## src/sv/jpeg_marker_walker_core_assert.svh

```systemverilog
// Assertion macros shared by the marker walker modules.
`ifndef JPEG_MARKER_WALKER_CORE_ASSERT_SVH
`define JPEG_MARKER_WALKER_CORE_ASSERT_SVH
`ifndef SYNTHESIS
// Same-cycle implication, checked at every clock edge out of reset.
`define JMW_ASSERT_NOW(label, ante, cons) \
    label: assert property (@(posedge clk) disable iff (!rst_n) (ante) |-> (cons)) \
        else $error("jpeg marker walker check failed");
// Next-cycle implication, checked at every clock edge out of reset.
`define JMW_ASSERT_NEXT(label, ante, cons) \
    label: assert property (@(posedge clk) disable iff (!rst_n) (ante) |=> (cons)) \
        else $error("jpeg marker walker check failed");
`else
`define JMW_ASSERT_NOW(label, ante, cons)
`define JMW_ASSERT_NEXT(label, ante, cons)
`endif
`endif

```

## src/sv/jmw_pkg.sv

```systemverilog
// Shared types, codes and marker helpers for the JPEG marker walker.
package jmw_pkg;

    // Walker phase codes.
    localparam logic [3:0] PH_SIG0    = 4'd0;
    localparam logic [3:0] PH_SIG1    = 4'd1;
    localparam logic [3:0] PH_SIG2    = 4'd2;
    localparam logic [3:0] PH_PREFIX  = 4'd3;
    localparam logic [3:0] PH_FILL    = 4'd4;
    localparam logic [3:0] PH_LEN_HI  = 4'd5;
    localparam logic [3:0] PH_LEN_LO  = 4'd6;
    localparam logic [3:0] PH_BODY    = 4'd7;
    localparam logic [3:0] PH_ENTROPY = 4'd8;
    localparam logic [3:0] PH_DONE    = 4'd9;
    localparam logic [3:0] PH_FAILED  = 4'd10;
    localparam logic [3:0] PH_REJECT  = 4'd11;

    // Marker and byte codes.
    localparam logic [7:0] MK_FF   = 8'hff;
    localparam logic [7:0] MK_SOI  = 8'hd8;
    localparam logic [7:0] MK_EOI  = 8'hd9;
    localparam logic [7:0] MK_SOS  = 8'hda;
    localparam logic [7:0] MK_SOF0 = 8'hc0;
    localparam logic [7:0] MK_SOFF = 8'hcf;
    localparam logic [7:0] MK_DHT  = 8'hc4;
    localparam logic [7:0] MK_JPG  = 8'hc8;
    localparam logic [7:0] MK_DAC  = 8'hcc;
    localparam logic [7:0] MK_RST0 = 8'hd0;
    localparam logic [7:0] MK_RST7 = 8'hd7;
    localparam logic [7:0] MK_TEM  = 8'h01;
    localparam logic [7:0] MK_NUL  = 8'h00;

    // Smallest legal segment length (the length field counts itself).
    localparam logic [15:0] LEN_MIN = 16'd2;

    // Body byte counter saturates once the frame header holds the dimensions.
    localparam logic [2:0] CNT_SAT = 3'd5;

    // One byte handed from the input register to the walker.
    typedef struct packed {
        logic       fire;
        logic [7:0] data;
        logic       last;
    } byte_item_t;

    // One result item.
    typedef struct packed {
        logic        recognized;
        logic        size_found;
        logic [15:0] width;
        logic [15:0] height;
        logic        complete;
    } result_t;

    function automatic logic is_restart(input logic [7:0] m);
        return m inside {[MK_RST0:MK_RST7]};
    endfunction

    function automatic logic is_frame_marker(input logic [7:0] m);
        return (m inside {[MK_SOF0:MK_SOFF]}) && !(m inside {MK_DHT, MK_JPG, MK_DAC});
    endfunction

endpackage

```

## src/sv/jpeg_marker_walker_core.sv

```systemverilog
// Top level of the JPEG marker walker: input register, walker, result register.
//
//  channel | handshake           | payload
//  --------+---------------------+---------------------------------------------
//  in      | in_valid / in_stall | data_byte[7:0], last_byte
//  out     | out_valid/out_stall | recognized, size_found, width, height, complete
//
// One byte is taken per cycle unless the input stalls; the walker computes its next state combinationally.
// A result is loaded into the result register when its final byte moves on from the input register.
// The input stalls only when a final byte is held while the previous result waits.
// Reset (rst_n low, asynchronous) empties both registers and starts a new buffer.
`include "jpeg_marker_walker_core_assert.svh"
module jpeg_marker_walker_core (
    input  logic        clk,
    input  logic        rst_n,
    input  logic        in_valid,
    output logic        in_stall,
    input  logic [7:0]  data_byte,
    input  logic        last_byte,
    output logic        out_valid,
    input  logic        out_stall,
    output logic        recognized,
    output logic        size_found,
    output logic [15:0] width,
    output logic [15:0] height,
    output logic        complete
);
    import jmw_pkg::*;

    byte_item_t item;
    result_t    result;
    logic       out_busy;

    jmw_in_stage u_in (
        .clk       (clk),
        .rst_n     (rst_n),
        .in_valid  (in_valid),
        .in_stall  (in_stall),
        .data_byte (data_byte),
        .last_byte (last_byte),
        .out_busy  (out_busy),
        .item      (item)
    );

    jmw_parser u_parser (
        .clk    (clk),
        .rst_n  (rst_n),
        .item   (item),
        .result (result)
    );

    jmw_out_stage u_out (
        .clk        (clk),
        .rst_n      (rst_n),
        .load       (item.fire && item.last),
        .result     (result),
        .out_busy   (out_busy),
        .out_valid  (out_valid),
        .out_stall  (out_stall),
        .recognized (recognized),
        .size_found (size_found),
        .width      (width),
        .height     (height),
        .complete   (complete)
    );

    // A final byte that moves on always produces a result next cycle.
    `JMW_ASSERT_NEXT(a_last_gives_result, item.fire && item.last, out_valid)
    // Input back-pressure comes only from a final byte blocked by a waiting result.
    `JMW_ASSERT_NOW(a_stall_cause, in_stall, item.last && out_valid && out_stall)
    // A blocked final byte is never processed.
    `JMW_ASSERT_NOW(a_no_fire_blocked, in_stall, !item.fire)

endmodule

```

## src/sv/jmw_in_stage.sv

```systemverilog
// Input register of the marker walker: takes one byte item per cycle unless a held final byte stalls it.
module jmw_in_stage (
    input  logic               clk,
    input  logic               rst_n,
    input  logic               in_valid,
    output logic               in_stall,
    input  logic [7:0]         data_byte,
    input  logic               last_byte,
    input  logic               out_busy,
    output jmw_pkg::byte_item_t item
);
    import jmw_pkg::*;

    logic       valid_reg;
    logic       valid_next;
    logic [7:0] data_reg;
    logic       last_reg;
    logic       fire;
    logic       accept;

    // A held byte moves on unless it is a final byte and the result slot is stuck.
    assign fire     = valid_reg && !(last_reg && out_busy);
    assign in_stall = valid_reg && !fire;
    assign accept   = in_valid && !in_stall;

    always_comb
    begin
        valid_next = valid_reg;
        if (accept)
        begin
            valid_next = 1'b1;
        end
        else if (fire)
        begin
            valid_next = 1'b0;
        end
    end

    always_ff @(posedge clk or negedge rst_n)
    begin
        if (!rst_n)
        begin
            valid_reg <= 1'b0;
        end
        else
        begin
            valid_reg <= valid_next;
        end
    end

    // Payload needs no reset.
    always_ff @(posedge clk)
    begin
        if (accept)
        begin
            data_reg <= data_byte;
            last_reg <= last_byte;
        end
    end

    assign item.fire = fire;
    assign item.data = data_reg;
    assign item.last = last_reg;

endmodule

```

## src/sv/jmw_parser.sv

```systemverilog
// Marker segment walker state and its per-byte update.
`include "jpeg_marker_walker_core_assert.svh"
module jmw_parser (
    input  logic                clk,
    input  logic                rst_n,
    input  jmw_pkg::byte_item_t item,
    output jmw_pkg::result_t    result
);
    import jmw_pkg::*;

    logic [3:0]  phase_reg, phase_next;
    logic [15:0] len_reg, len_next;
    logic [2:0]  cnt_reg, cnt_next;
    logic [7:0]  marker_reg, marker_next;
    logic        scan_reg, scan_next;
    logic        over_reg, over_next;
    logic [15:0] height_reg, height_next;
    logic [15:0] width_reg, width_next;
    logic        size_reg, size_next;
    logic        failed_reg, failed_next;
    logic        end_reg, end_next;
    logic        escape_reg, escape_next;

    logic        do_fail;
    logic        do_take;
    logic        do_end;
    logic [15:0] len_full;
    logic [7:0]  b;
    logic        recog;

    assign b        = item.data;
    assign len_full = {len_reg[15:8], b};

    // Per-byte walk: phase step first, then marker, segment-end and malformation handling.
    always_comb
    begin
        phase_next  = phase_reg;
        len_next    = len_reg;
        cnt_next    = cnt_reg;
        marker_next = marker_reg;
        scan_next   = scan_reg;
        over_next   = over_reg;
        height_next = height_reg;
        width_next  = width_reg;
        size_next   = size_reg;
        failed_next = failed_reg;
        end_next    = end_reg;
        escape_next = escape_reg;
        do_fail     = 1'b0;
        do_take     = 1'b0;
        do_end      = 1'b0;

        if (item.fire)
        begin
            case (phase_reg)
                PH_SIG0:
                begin
                    phase_next = (b == MK_FF) ? PH_SIG1 : PH_REJECT;
                end
                PH_SIG1:
                begin
                    phase_next = (b == MK_SOI) ? PH_SIG2 : PH_REJECT;
                end
                PH_SIG2:
                begin
                    phase_next = (b == MK_FF) ? PH_FILL : PH_REJECT;
                end
                PH_PREFIX:
                begin
                    if (b == MK_FF)
                    begin
                        phase_next = PH_FILL;
                    end
                    else
                    begin
                        do_fail = 1'b1;
                    end
                end
                PH_FILL:
                begin
                    do_take = (b != MK_FF);
                end
                PH_LEN_HI:
                begin
                    len_next   = {b, 8'h00};
                    phase_next = PH_LEN_LO;
                end
                PH_LEN_LO:
                begin
                    if (len_full < LEN_MIN)
                    begin
                        do_fail = 1'b1;
                    end
                    else
                    begin
                        len_next = len_full - LEN_MIN;
                        cnt_next = '0;
                        if (len_full == LEN_MIN)
                        begin
                            do_end = 1'b1;
                        end
                        else
                        begin
                            phase_next = PH_BODY;
                        end
                    end
                end
                PH_BODY:
                begin
                    // Frame header: height then width, both big-endian.
                    if (is_frame_marker(marker_reg) && !over_reg)
                    begin
                        case (cnt_reg)
                            3'd1:    height_next = {b, 8'h00};
                            3'd2:    height_next = {height_reg[15:8], b};
                            3'd3:    width_next  = {b, 8'h00};
                            3'd4:    width_next  = {width_reg[15:8], b};
                            default: ;
                        endcase
                    end
                    cnt_next = (cnt_reg == CNT_SAT) ? CNT_SAT : cnt_reg + 3'd1;
                    len_next = len_reg - 16'd1;
                    do_end   = (len_reg == 16'd1);
                end
                PH_ENTROPY:
                begin
                    if (!escape_reg)
                    begin
                        escape_next = (b == MK_FF);
                    end
                    else if ((b == MK_NUL) || is_restart(b))
                    begin
                        escape_next = 1'b0;
                    end
                    else if (b != MK_FF)
                    begin
                        escape_next = 1'b0;
                        do_take     = 1'b1;
                    end
                end
                default: ;
            endcase
        end

        // Marker code after the prefix and any fill bytes.
        if (do_take)
        begin
            if (b == MK_NUL)
            begin
                do_fail = 1'b1;
            end
            else if (b == MK_EOI)
            begin
                end_next   = 1'b1;
                over_next  = 1'b1;
                phase_next = PH_DONE;
            end
            else if ((b == MK_TEM) || is_restart(b))
            begin
                phase_next = PH_PREFIX;
            end
            else
            begin
                if (b == MK_SOS)
                begin
                    over_next = 1'b1;
                end
                marker_next = b;
                phase_next  = PH_LEN_HI;
            end
        end

        // Segment end: settle the frame size, then enter scan data or the next marker.
        if (do_end)
        begin
            if (is_frame_marker(marker_reg) && !over_next)
            begin
                if (cnt_next >= CNT_SAT)
                begin
                    size_next = 1'b1;
                end
                over_next = 1'b1;
            end
            if (marker_reg == MK_SOS)
            begin
                scan_next   = 1'b1;
                escape_next = 1'b0;
                phase_next  = PH_ENTROPY;
            end
            else
            begin
                phase_next = PH_PREFIX;
            end
        end

        // Malformation stops the walk.
        if (do_fail)
        begin
            failed_next = 1'b1;
            over_next   = 1'b1;
            phase_next  = PH_FAILED;
        end
    end

    // Result as seen right after the final byte.
    assign recog = (phase_next != PH_SIG0) && (phase_next != PH_SIG1)
        && (phase_next != PH_SIG2) && (phase_next != PH_REJECT);
    assign result.recognized = recog;
    assign result.size_found = recog && size_next;
    assign result.width      = (recog && size_next) ? width_next : 16'd0;
    assign result.height     = (recog && size_next) ? height_next : 16'd0;
    assign result.complete   = recog && end_next && scan_next && !failed_next;

    // State registers; the final byte returns the walker to its start.
    always_ff @(posedge clk or negedge rst_n)
    begin
        if (!rst_n)
        begin
            phase_reg  <= PH_SIG0;
            len_reg    <= '0;
            cnt_reg    <= '0;
            marker_reg <= '0;
            scan_reg   <= 1'b0;
            over_reg   <= 1'b0;
            height_reg <= '0;
            width_reg  <= '0;
            size_reg   <= 1'b0;
            failed_reg <= 1'b0;
            end_reg    <= 1'b0;
            escape_reg <= 1'b0;
        end
        else if (item.fire && item.last)
        begin
            phase_reg  <= PH_SIG0;
            len_reg    <= '0;
            cnt_reg    <= '0;
            marker_reg <= '0;
            scan_reg   <= 1'b0;
            over_reg   <= 1'b0;
            height_reg <= '0;
            width_reg  <= '0;
            size_reg   <= 1'b0;
            failed_reg <= 1'b0;
            end_reg    <= 1'b0;
            escape_reg <= 1'b0;
        end
        else
        begin
            phase_reg  <= phase_next;
            len_reg    <= len_next;
            cnt_reg    <= cnt_next;
            marker_reg <= marker_next;
            scan_reg   <= scan_next;
            over_reg   <= over_next;
            height_reg <= height_next;
            width_reg  <= width_next;
            size_reg   <= size_next;
            failed_reg <= failed_next;
            end_reg    <= end_next;
            escape_reg <= escape_next;
        end
    end

    // A size is only ever settled once the search is closed.
    `JMW_ASSERT_NOW(a_size_closes_search, size_reg, over_reg)
    // A malformation parks the walker in its failed phase.
    `JMW_ASSERT_NOW(a_failed_parks, failed_reg, phase_reg == PH_FAILED)
    // End of image parks the walker in its done phase.
    `JMW_ASSERT_NOW(a_eoi_parks, end_reg, phase_reg == PH_DONE)
    // A final byte leaves the walker back at the signature check.
    `JMW_ASSERT_NEXT(a_last_restarts, item.fire && item.last, phase_reg == PH_SIG0)

endmodule

```

## src/sv/jmw_out_stage.sv

```systemverilog
// Result register of the marker walker.
module jmw_out_stage (
    input  logic             clk,
    input  logic             rst_n,
    input  logic             load,
    input  jmw_pkg::result_t result,
    output logic             out_busy,
    output logic             out_valid,
    input  logic             out_stall,
    output logic             recognized,
    output logic             size_found,
    output logic [15:0]      width,
    output logic [15:0]      height,
    output logic             complete
);
    import jmw_pkg::*;

    logic    valid_reg;
    logic    valid_next;
    result_t result_reg;

    // The slot is busy while a result waits on a stalled receiver.
    assign out_busy = valid_reg && out_stall;

    always_comb
    begin
        valid_next = out_busy;
        if (load)
        begin
            valid_next = 1'b1;
        end
    end

    always_ff @(posedge clk or negedge rst_n)
    begin
        if (!rst_n)
        begin
            valid_reg <= 1'b0;
        end
        else
        begin
            valid_reg <= valid_next;
        end
    end

    always_ff @(posedge clk)
    begin
        if (load)
        begin
            result_reg <= result;
        end
    end

    assign out_valid  = valid_reg;
    assign recognized = result_reg.recognized;
    assign size_found = result_reg.size_found;
    assign width      = result_reg.width;
    assign height     = result_reg.height;
    assign complete   = result_reg.complete;

endmodule

```

## config.mk

```make
export PLATFORM = sky130hd
export DESIGN_NAME = jpeg_marker_walker_core
export DESIGN_NICKNAME = d
export VERILOG_FILES = /design/src/sv/jmw_pkg.sv /design/src/sv/jpeg_marker_walker_core.sv /design/src/sv/jmw_in_stage.sv /design/src/sv/jmw_parser.sv /design/src/sv/jmw_out_stage.sv
export VERILOG_INCLUDE_DIRS = /design/src /design/src/sv
export SDC_FILE = /design/constraint.sdc
export NUM_CORES = 1
export LEC_CHECK = 0
export BUFFER_PORTS_ARGS = -buffer_cell sky130_fd_sc_hd__buf_2
export CAP_MARGIN = 20
export CORE_ASPECT_RATIO = 1.4
export CORE_UTILIZATION = 50
export DETAILED_ROUTE_END_ITERATION = 10
export GPL_ROUTABILITY_DRIVEN = 0
export PLACE_DENSITY = 0.69
export RECOVER_POWER = 100
export SETUP_SLACK_MARGIN = 0.5
export SYNTH_ARGS = -nofsm -noshare
export SYNTH_HDL_FRONTEND = slang
export SYNTH_SLANG_ARGS = --single-unit
```

## constraint.sdc

```tcl
create_clock -name clk -period 2.7 [get_ports clk]
set_input_delay 0.135 -clock clk [delete_from_list [all_inputs] [get_ports clk]]
set_output_delay 0.135 -clock clk [all_outputs]
set_load 0.02 [all_outputs]
```

After elaboration in Yosys (flattened, before gate mapping)
Cells that the tools add are included.

cells by class
  add/subtract/negate cells = 3
  magnitude comparators = 6
  eq/ne operators = 32
  multiplexer cells = 88
  reductions and logical operators = 37

operators with widths
  cell                                                          count
  two-way mux 16 bit                                            11
  == test 8 bit (second input constant)                         8
  one-hot mux 16 bit (2 select lines)                           2
  two-way mux 4 bit                                             14
  one-hot mux 16 bit (3 select lines)                           1
  two-way mux 1 bit                                             45
  two-way mux 8 bit                                             5
  one-hot mux 4 bit (6 select lines)                            1
  logical AND 1 bit                                             18
  == test 16 x 1 -> 1 bit (second input constant)               1
  == test 16 x 2 -> 1 bit (second input constant)               1
  == test 4 x 3 -> 1 bit (second input constant)                4
  greater-or-equal comparator 8 bit (second input constant)     2
  less-or-equal comparator 8 bit (second input constant)        2
  less-than comparator 16 x 2 -> 1 bit (second input constant)  1
  subtractor 16 x 1 -> 16 bit (second input constant)           1
  subtractor 16 x 2 -> 16 bit (second input constant)           1
  two-way mux 3 bit                                             5
  == test 4 x 2 -> 1 bit (second input constant)                2
  == test 8 x 1 -> 1 bit (second input constant)                1
  zero test 8 bit                                               1
  inequality test 8 bit (second input constant)                 1
  nonzero test 4 bit                                            2
  zero test 1 bit                                               7
  20 further kinds                                              29

word-level totals
  bits in registers = 115
  input port bits = 13
  output and inout bits = 37
  logic and storage cells = 187

Logic depth before layout (Yosys ltp)
Gate-level depths: netlist of the first run.

  depth in word-level cells = 17
  gate-level depth with buffers = 12

Cells and area by module
From an unflattened synthesis of the first run, not the netlist that was laid out.

unflattened totals
  cell total of the unflattened synthesis = 579
  area, all modules = 5823.1 um^2

modules (own cells, without submodules)
  module                   instances  cells an instance  area an instance (um^2)  seq. area each (um^2)
  jmw_parser               1          523                4383.0                   1726.7
  jmw_out_stage            1          38                 1089.8                   1076.0
  jmw_in_stage             1          17                 344.1                    295.3
  jpeg_marker_walker_core  1          1                  6.3                      0.0

Least setup slack after synthesis of the first run
OpenSTA, ideal clock, no wires.

  kind = reg2reg
  from = reg u_in.data_reg[5]
  to = reg u_out.result_reg, in the netlist u_out.width[10], data pin
  setup time = 0.256 ns
  data arrival time = 2.406 ns
  setup slack = 0.038 ns
  cell stages (with the launch flop) = 9
  clock period less this slack = 2.662 ns
  cells stage by stage = edfxtp_1 or4_1 buf_2 o41ai_2 a41oi_1 o32a_2 xnor2_4 buf_6 a21oi_2

between the ends
  word-level cells in the longest chain between the ends = 15

ends and longest elaborated chain
  what                                                                                           RTL line             text
  start: declaration                                                                             jmw_in_stage.sv:16   logic [7:0] data_reg;
  start signal: assignment                                                                       jmw_in_stage.sv:56   data_reg <= data_byte;
  parallel branches: the longest is 14 deep, another holds less-than comparator 16 x 2 -> 1 bit  -
  logical AND 1 bit *                                                                            jmw_parser.sv:210    assign result.width = (recog && size_next) ? width_next : 16'd0;
  end signal: assignment                                                                         jmw_out_stage.sv:50  result_reg <= result;
  end: declaration                                                                               jmw_out_stage.sv:20  result_t result_reg;

Every way passes the cells marked *.
A chain may end at the register's enable or synchronous reset.

Final worst setup path of the first run
  from = reg u_in.data_reg[3]
  to = reg u_out.result_reg, in the netlist u_out.width[9], data pin

Same word-level chain as after synthesis.

==> impl_metrics.toml, run 1 <==
[outcome]
outcome = "complete, but fails checks"
failed_checks = "max-capacitance violations, max-slew violations, negative setup slack"

[setup_path]
start_kind = "register"
path_class = "reg2reg"
endpoint_kind = "register"
cp.arrival_ns = 2.95
path_max_fanout = 15
required_ns = 2.86

[pwr]
power.density_nw_per_um2 = 734
irDropWorstVdd_mv = 0.637
power_leakage_nw = 3.24

[place]
portBuffers = 49
placed_area_um2 = 6930
hpwl_um = 10400
post-place-ws_ns = -0.119
place_inst = 837

[synth]
syn_inst = 628
synth_area_um2 = 6260
avgSynthCellArea_um2 = 9.96
synth_edf_count = 44
ys_types = 71
yosysSeqAreaShare_pct = 49.5
synth_warnings = 0
synthFlopType = "dfrtp_1"
syn_nets = 646
async_reset_ff_share_pct = 61.7
yosys_register_bits = 115

[finish]
final_util_pct = 67.9
synthToLayoutAreaGrowth_pct = 32.9
final_common_cell = "nor2_1"
diodes = 0
final_cells = 906
layout_common_cells = "73 x nor2_1, 68 x dfrtp_1, 54 x nand2_1, 52 x buf_4, 44 x edfxtp_1"
num-fill-cells = 894
final_area_um2 = 8320
layout-drive-gt1-share_pct = 31.3
nets = 761

[cts]
clock_latency_ns = 0.42
ctsHtreeMaxLevel = 4
cts_tree = "done"
clock-sinks = 115
cts_buffers = 17
cts_root_buf = "clkbuf_16"
clock_path_buffers = 2
clk_pin_slew_ns = 0.05

[timing]
rsz0062_at_grt = "yes"
setup_viol = 35
hold_viol = 0
final_max_slew_viol_count = 72
finalWorstSetupSlack_ns = -0.0886
min_period_ns = 2.79
fmax_mhz = 359
period_share_pct = 103
final.setup_skew_ns = 0.0121
slew_headroom_pct = -20.9
worst_slew_pin_slew_ns = 1.81

[routing]
viasPerCell = 6.05
routed_wl_um = 17700
routedWlPerCell_um = 19.6
vias = 5483
ant_nets = 0
drt_iter0_markers = 478
drtPass1Iterations = 5
drc = 0

[worst_hold_path]
holdCritPathClass = "in2reg"

[grt]
grt_max_degree = 72
grt_pass1_wl_um = 27100
first_global_vias = 5326
antenna_found_initial = 0
track_usage_pct = 27.9
grt_overflow_total = 0

[job]
drv_cap = 1

[floorplanning]
fp.dieH_um = 134
boundaryPins = 50
rows = 48
core_um2 = 12300
start_util_pct = 51.1
die_w_um = 96.5
dieArea_um2 = 13000
[per-stage QoR]
| step | TNS, ns | hold slack (ns) | power [W] |
|---|---|---|---|
| 6_report | -2.31 | 0.269 | 0.00610 |
| 3_5_place_dp | -2.52 | 0.313 | 0.00315 |
| 4_1_cts | -0.682 | 0.245 | 0.00590 |
| 5_1_grt | -3.50 | 0.329 | 0.00630 |
| 2_1_floorplan | 0 | -0.161 | 0.00286 |
| 3_3_place_gp | -1.01 | 0.313 | 0.00312 |
[cell type report]
type | count | area [µm²] | area share [%]
clock buffer | 19 | 433 | 5.21
clock inverter | 13 | 183 | 2.20
inverter | 14 | 52.6 | 0.632
multi-input combinational | 456 | 3310 | 39.7
sequential | 115 | 3100 | 37.3
tap | 150 | 188 | 2.26
timing repair buffer | 139 | 1050 | 12.7
[synth_stat cells, types with 7 or more instances]
| cell | n | share of area, % |
|---|---|---|
| nor3_1 | 8 | 0.64 |
| nand4_1 | 7 | 0.70 |
| and2_1 | 12 | 1.2 |
| a21oi_1 | 51 | 4.1 |
| a21bo_2 | 16 | 2.6 |
| o21ai_0 | 38 | 3.0 |
| mux2i_1 | 15 | 2.4 |
| clkbuf_1 | 23 | 1.4 |
| nand2_1 | 56 | 3.4 |
| edfxtp_1 | 44 | 21 |
| nor4_1 | 7 | 0.70 |
| buf_2 | 7 | 0.56 |
| dfrtp_1 | 71 | 28 |
| buf_6 | 7 | 1.3 |
| nor2_1 | 76 | 4.6 |
| nand3_1 | 16 | 1.3 |
| nand2b_1 | 27 | 2.7 |
| a21oi_2 | 23 | 3.2 |
| inv_1 | 14 | 0.84 |
[power by group]
| part | switching (W) | leakage [nW] | internal [W] | total, W |
|---|---|---|---|---|
| Sequential | 0.0000722 | 1.40 | 0.00190 | 0.00198 |
| Combinational | 0.00100 | 1.55 | 0.000746 | 0.00175 |
| Clock | 0.000835 | 0.292 | 0.00154 | 0.00238 |
[worst max-delay path, stage by stage (launching register included)]
cell	delay, ns
edfxtp_1	0.36
buf_4	0.29
nand4_1	0.32
o311ai_1	0.44
a41oi_2	0.20
o32a_4	0.37
xnor2_4	0.17
buf_6	0.16
clkbuf_16	0.16
a21oi_2	0.05
[what timing repair did]
| action | CTS | global route |
|---|---|---|
| buffers inserted | 13 | 7 |
| pin swaps | 11 | 30 |
| gates resized for setup | 61 | 59 |
| hold endpoints to repair | 80 | 0 |
| gates cloned | 3 | 2 |
| endpoints found under the setup margin | 82 | 77 |
| hold buffers | 12 | 0 |
[metal layers]
| metal | global-route usage (%) | part of all wire, % |
|---|---|---|
| met3 | 5.44 | 5.3 |
| met2 | 45.5 | 52 |
| met5 | 0 | 0 |
| met1 | 34.5 | 38 |
| met4 | 14.5 | 3.9 |
[kinds of logic (layout without fill, tap and decap cells)]
logic type               count (synthesis)  in the layout  share of synthesized area, %
multiplexers                            17             17                          2.76
AND/OR/NAND/NOR                        247            247                          20.3
AO/OA/AOI/OAI                          176            176                          20.0
buffers and inverters                   57            185                          4.52
adder cells (fa/ha/maj)                  5              5                          1.00
XOR/XNOR                                11             11                          1.84
flip-flops                             115            115                          49.5
[path summary, 6_finish.rpt]
| path | cells after the start | slack [ns] | end | startpoint |
|---|---|---|---|---|
| min reg2reg | 2 | 0.48 | u_parser.scan_reg$_DFF_PN0_ | u_parser.scan_reg$_DFF_PN0_ |
| min in group asynchronous | 3 | 0.81 | u_parser.len_reg[10]$_DFFE_PN0P_ | rst_n |
| max reg2reg | 9 | -0.09 | u_out.width[9]$_SDFFCE_PN0P_ | u_in.data_reg[3]$_DFFE_PP_ |
| min | 4 | 0.27 | u_in.valid_reg$_DFFE_PN0P_ | out_stall |
| max | 9 | -0.09 | u_out.width[9]$_SDFFCE_PN0P_ | u_in.data_reg[3]$_DFFE_PP_ |
| max in group asynchronous | 3 | 0.66 | u_parser.phase_reg[1]$_DFF_PN0_ | rst_n |
Power figures use the tool's default switching activity.
==> run 2: changes to the inputs <==
--- a/config.mk
+++ b/config.mk
@@ -8,11 +8,13 @@
 export LEC_CHECK = 0
 export BUFFER_PORTS_ARGS = -buffer_cell sky130_fd_sc_hd__buf_2
 export CAP_MARGIN = 20
+export CELL_PAD_IN_SITES_DETAIL_PLACEMENT = 1
+export CELL_PAD_IN_SITES_GLOBAL_PLACEMENT = 1
 export CORE_ASPECT_RATIO = 1.4
-export CORE_UTILIZATION = 50
+export CORE_UTILIZATION = 43
 export DETAILED_ROUTE_END_ITERATION = 10
 export GPL_ROUTABILITY_DRIVEN = 0
-export PLACE_DENSITY = 0.69
+export PLACE_DENSITY = 0.75
 export RECOVER_POWER = 100
 export SETUP_SLACK_MARGIN = 0.5
 export SYNTH_ARGS = -nofsm -noshare
==> run 2 against run 1 <==
The run still ends with max-capacitance violations, max-slew violations, negative setup slack left. Worst hold slack gained 0.097 ns. Critical path depth grew 3. Final cell count grew 9.6%. Global-route usage grew 6.6 points. Via count grew 18%. First-iteration DRC count grew 19%. Non-clock buffer count grew 52. Clock skew grew 0.00087 ns. Combinational power grew 38%. Power grew 8.9%. Fmax shrank 14%. Critical endpoint is now u_out.height[7]$_SDFFCE_PN0P_. Largest cell class unchanged. Largest power group is now combinational cells.
==> impl_metrics.toml, run 2 (synthesis gave the netlist of run 1 again) <==
[timing]
hold_viol = 0
final_max_slew_viol_count = 72
finalWorstSetupSlack_ns = -0.525
fmax_mhz = 310
worst_slew_pin_slew_ns = 1.94
setup_tns_ns = -18.08
min_period_ns = 3.23
setup_viol = 46
period_share_pct = 119
rsz0062_at_grt = "yes"
final.setup_skew_ns = 0.0130
slew_headroom_pct = -29.3

[routing]
routed_wl_um = 31200
wl_met1_um = 10300
wl_met3_um = 2300
drtPass1Iterations = 5
routedWlPerCell_um = 31.4
vias = 6444
drc = 0
ant_nets = 0
route.met2.wl_um = 15500
drt_iter0_markers = 568
viasPerCell = 6.49
routed.top_layer = "met5"

[finish]
layout-drive-gt1-share_pct = 40.3
final_common_cell = "buf_4"
final_util_pct = 65.5
synthToLayoutAreaGrowth_pct = 46.9
diodes = 0
num-fill-cells = 1490
nets = 813
layout_common_cells = "74 x buf_4, 69 x dfrtp_1, 63 x nor2_1, 52 x nand2_1, 44 x edfxtp_1"

[pwr]
p_sw_w = 0.00252
irDropWorstVdd_mv = 0.822
switching_share_pct = 37.9
p_int_w = 0.00413
clock_power_share_pct = 33.6
power.density_nw_per_um2 = 723
seq_power_share_pct = 30.0
combinationalPowerShare_pct = 36.4
power_leakage_nw = 3.60

[cts]
clock-sinks = 115
clock_path_buffers = 2
clk_pin_slew_ns = 0.07
cts_buffers = 17
ctsHtreeMaxLevel = 4
cts_root_buf = "clkbuf_16"
clock_latency_ns = 0.44
cts_tree = "done"

[setup_path]
required_ns = 2.88
path_class = "reg2reg"
r2r_end = "u_out.height[7]$_SDFFCE_PN0P_"
path_max_fanout = 17
r2r_slack_ns = -0.53
worstReg2RegStart = "u_in.data_reg[6]$_DFFE_PP_"
endpoint_kind = "register"
crit_start = "u_in.data_reg[6]$_DFFE_PP_"
r2r_cells = 12
cp.arrival_ns = 3.41
start_kind = "register"

[floorplanning]
fp.dieH_um = 145
rows = 51
boundaryPins = 50
core_um2 = 14000
start_util_pct = 44.6
dieArea_um2 = 15000
die_w_um = 104

[grt]
antenna_found_initial = 1
grt_overflow_total = 0
grt_pass1_wl_um = 38300
grt_max_degree = 90
first_global_vias = 6580
track_usage_pct = 34.5

[place]
hpwl_um = 12300
portBuffers = 49

[worst_hold_path]
hold_depth = 4
hold_end = "u_in.valid_reg$_DFFE_PN0P_"
holdCritPathClass = "in2reg"
hp-start = "out_stall"

[outcome]
outcome = "complete, but fails checks"
failed_checks = "max-capacitance violations, max-slew violations, negative setup slack"

[job]
drv_cap = 1
run 2: cell count changes in the layout (fill, tap and decap cells not counted), moves of 7 or more:
cell     delta
nor2_1     -10
o21ai_0    -11
and2_1      +8
nor2_4      +7
buf_6      +22
buf_4      +22
run 2: timing repair:
action	4_1_cts	5_1_grt
resized for setup	100	111
pin swaps	29	51
buffers inserted	24	29
hold buffers	12	0
endpoints found under the setup margin	84	85
endpoints found under the hold margin	82	0
gates cloned	7	2
run 2: final cells by class:
type                       instances  area [µm²]  share of cell area, %
clock inverter                    14         121                   1.32
inverter                          14        52.6                  0.572
multi-input combinational        456        3540                   38.5
timing repair buffer             191        1710                   18.6
clock buffer                      18         429                   4.67
tap                              185         231                   2.52
sequential                       115        3100                   33.7
run 2: worst max-delay path, stage by stage (launching register included):
cell       delay (ns)
edfxtp_1         0.43
buf_6            0.15
buf_6            0.12
buf_12           0.11
nand4_1          0.23
nor2_2           0.12
a2111oi_4        0.45
buf_4            0.24
nor2_4           0.07
o21bai_4         0.29
nor2b_4          0.31
bufbuf_16        0.36
a21oi_2          0.08
run 2: through the flow:
step	power (W)	instance area [µm²]	hold slack (ns)	cells	setup WS, ns
floorplan	0.00286	6260	-0.161	628	0.0377
global placement	0.00315	7090	0.312	887	-0.112
detailed placement	0.00320	7090	0.313	887	-0.292
CTS	0.00596	8500	0.286	962	-0.138
global route	0.00673	9190	0.386	993	-0.553
finish	0.00665	9190	0.366	993	-0.525
run 2: power groups by stage:
| stage | registers, W | clock network, W | logic (W) |
|---|---|---|---|
| 3_3_place_gp | 0.00199 | 0 | 0.00117 |
| 6_report | 0.00199 | 0.00223 | 0.00242 |
| 4_1_cts | 0.00196 | 0.00216 | 0.00184 |
| 5_1_grt | 0.00199 | 0.00228 | 0.00246 |
| 3_5_place_dp | 0.00199 | 0 | 0.00121 |
| 2_1_floorplan | 0.00198 | 0 | 0.000878 |
run 2: worst max-delay path by stage:
stage                     slack, ns                       endpoint
final                         -0.53  u_out.height[7]$_SDFFCE_PN0P_
after global routing          -0.55  u_out.height[1]$_SDFFCE_PN0P_
after CTS                     -0.14  u_out.height[7]$_SDFFCE_PN0P_
after detailed placement      -0.29     u_out.size_found$_DFFE_PP_
after global placement        -0.11     u_out.size_found$_DFFE_PP_
after floorplan                0.04  u_out.width[10]$_SDFFCE_PN0P_
run 2: layer usage:
layer | vias up | global-route usage [%]
met4 | 2 | 25.6
met3 | 227 | 6.14
met5 | - | 0
met2 | 426 | 62.7
met1 | 3200 | 35.9
li1 | 2589 | -
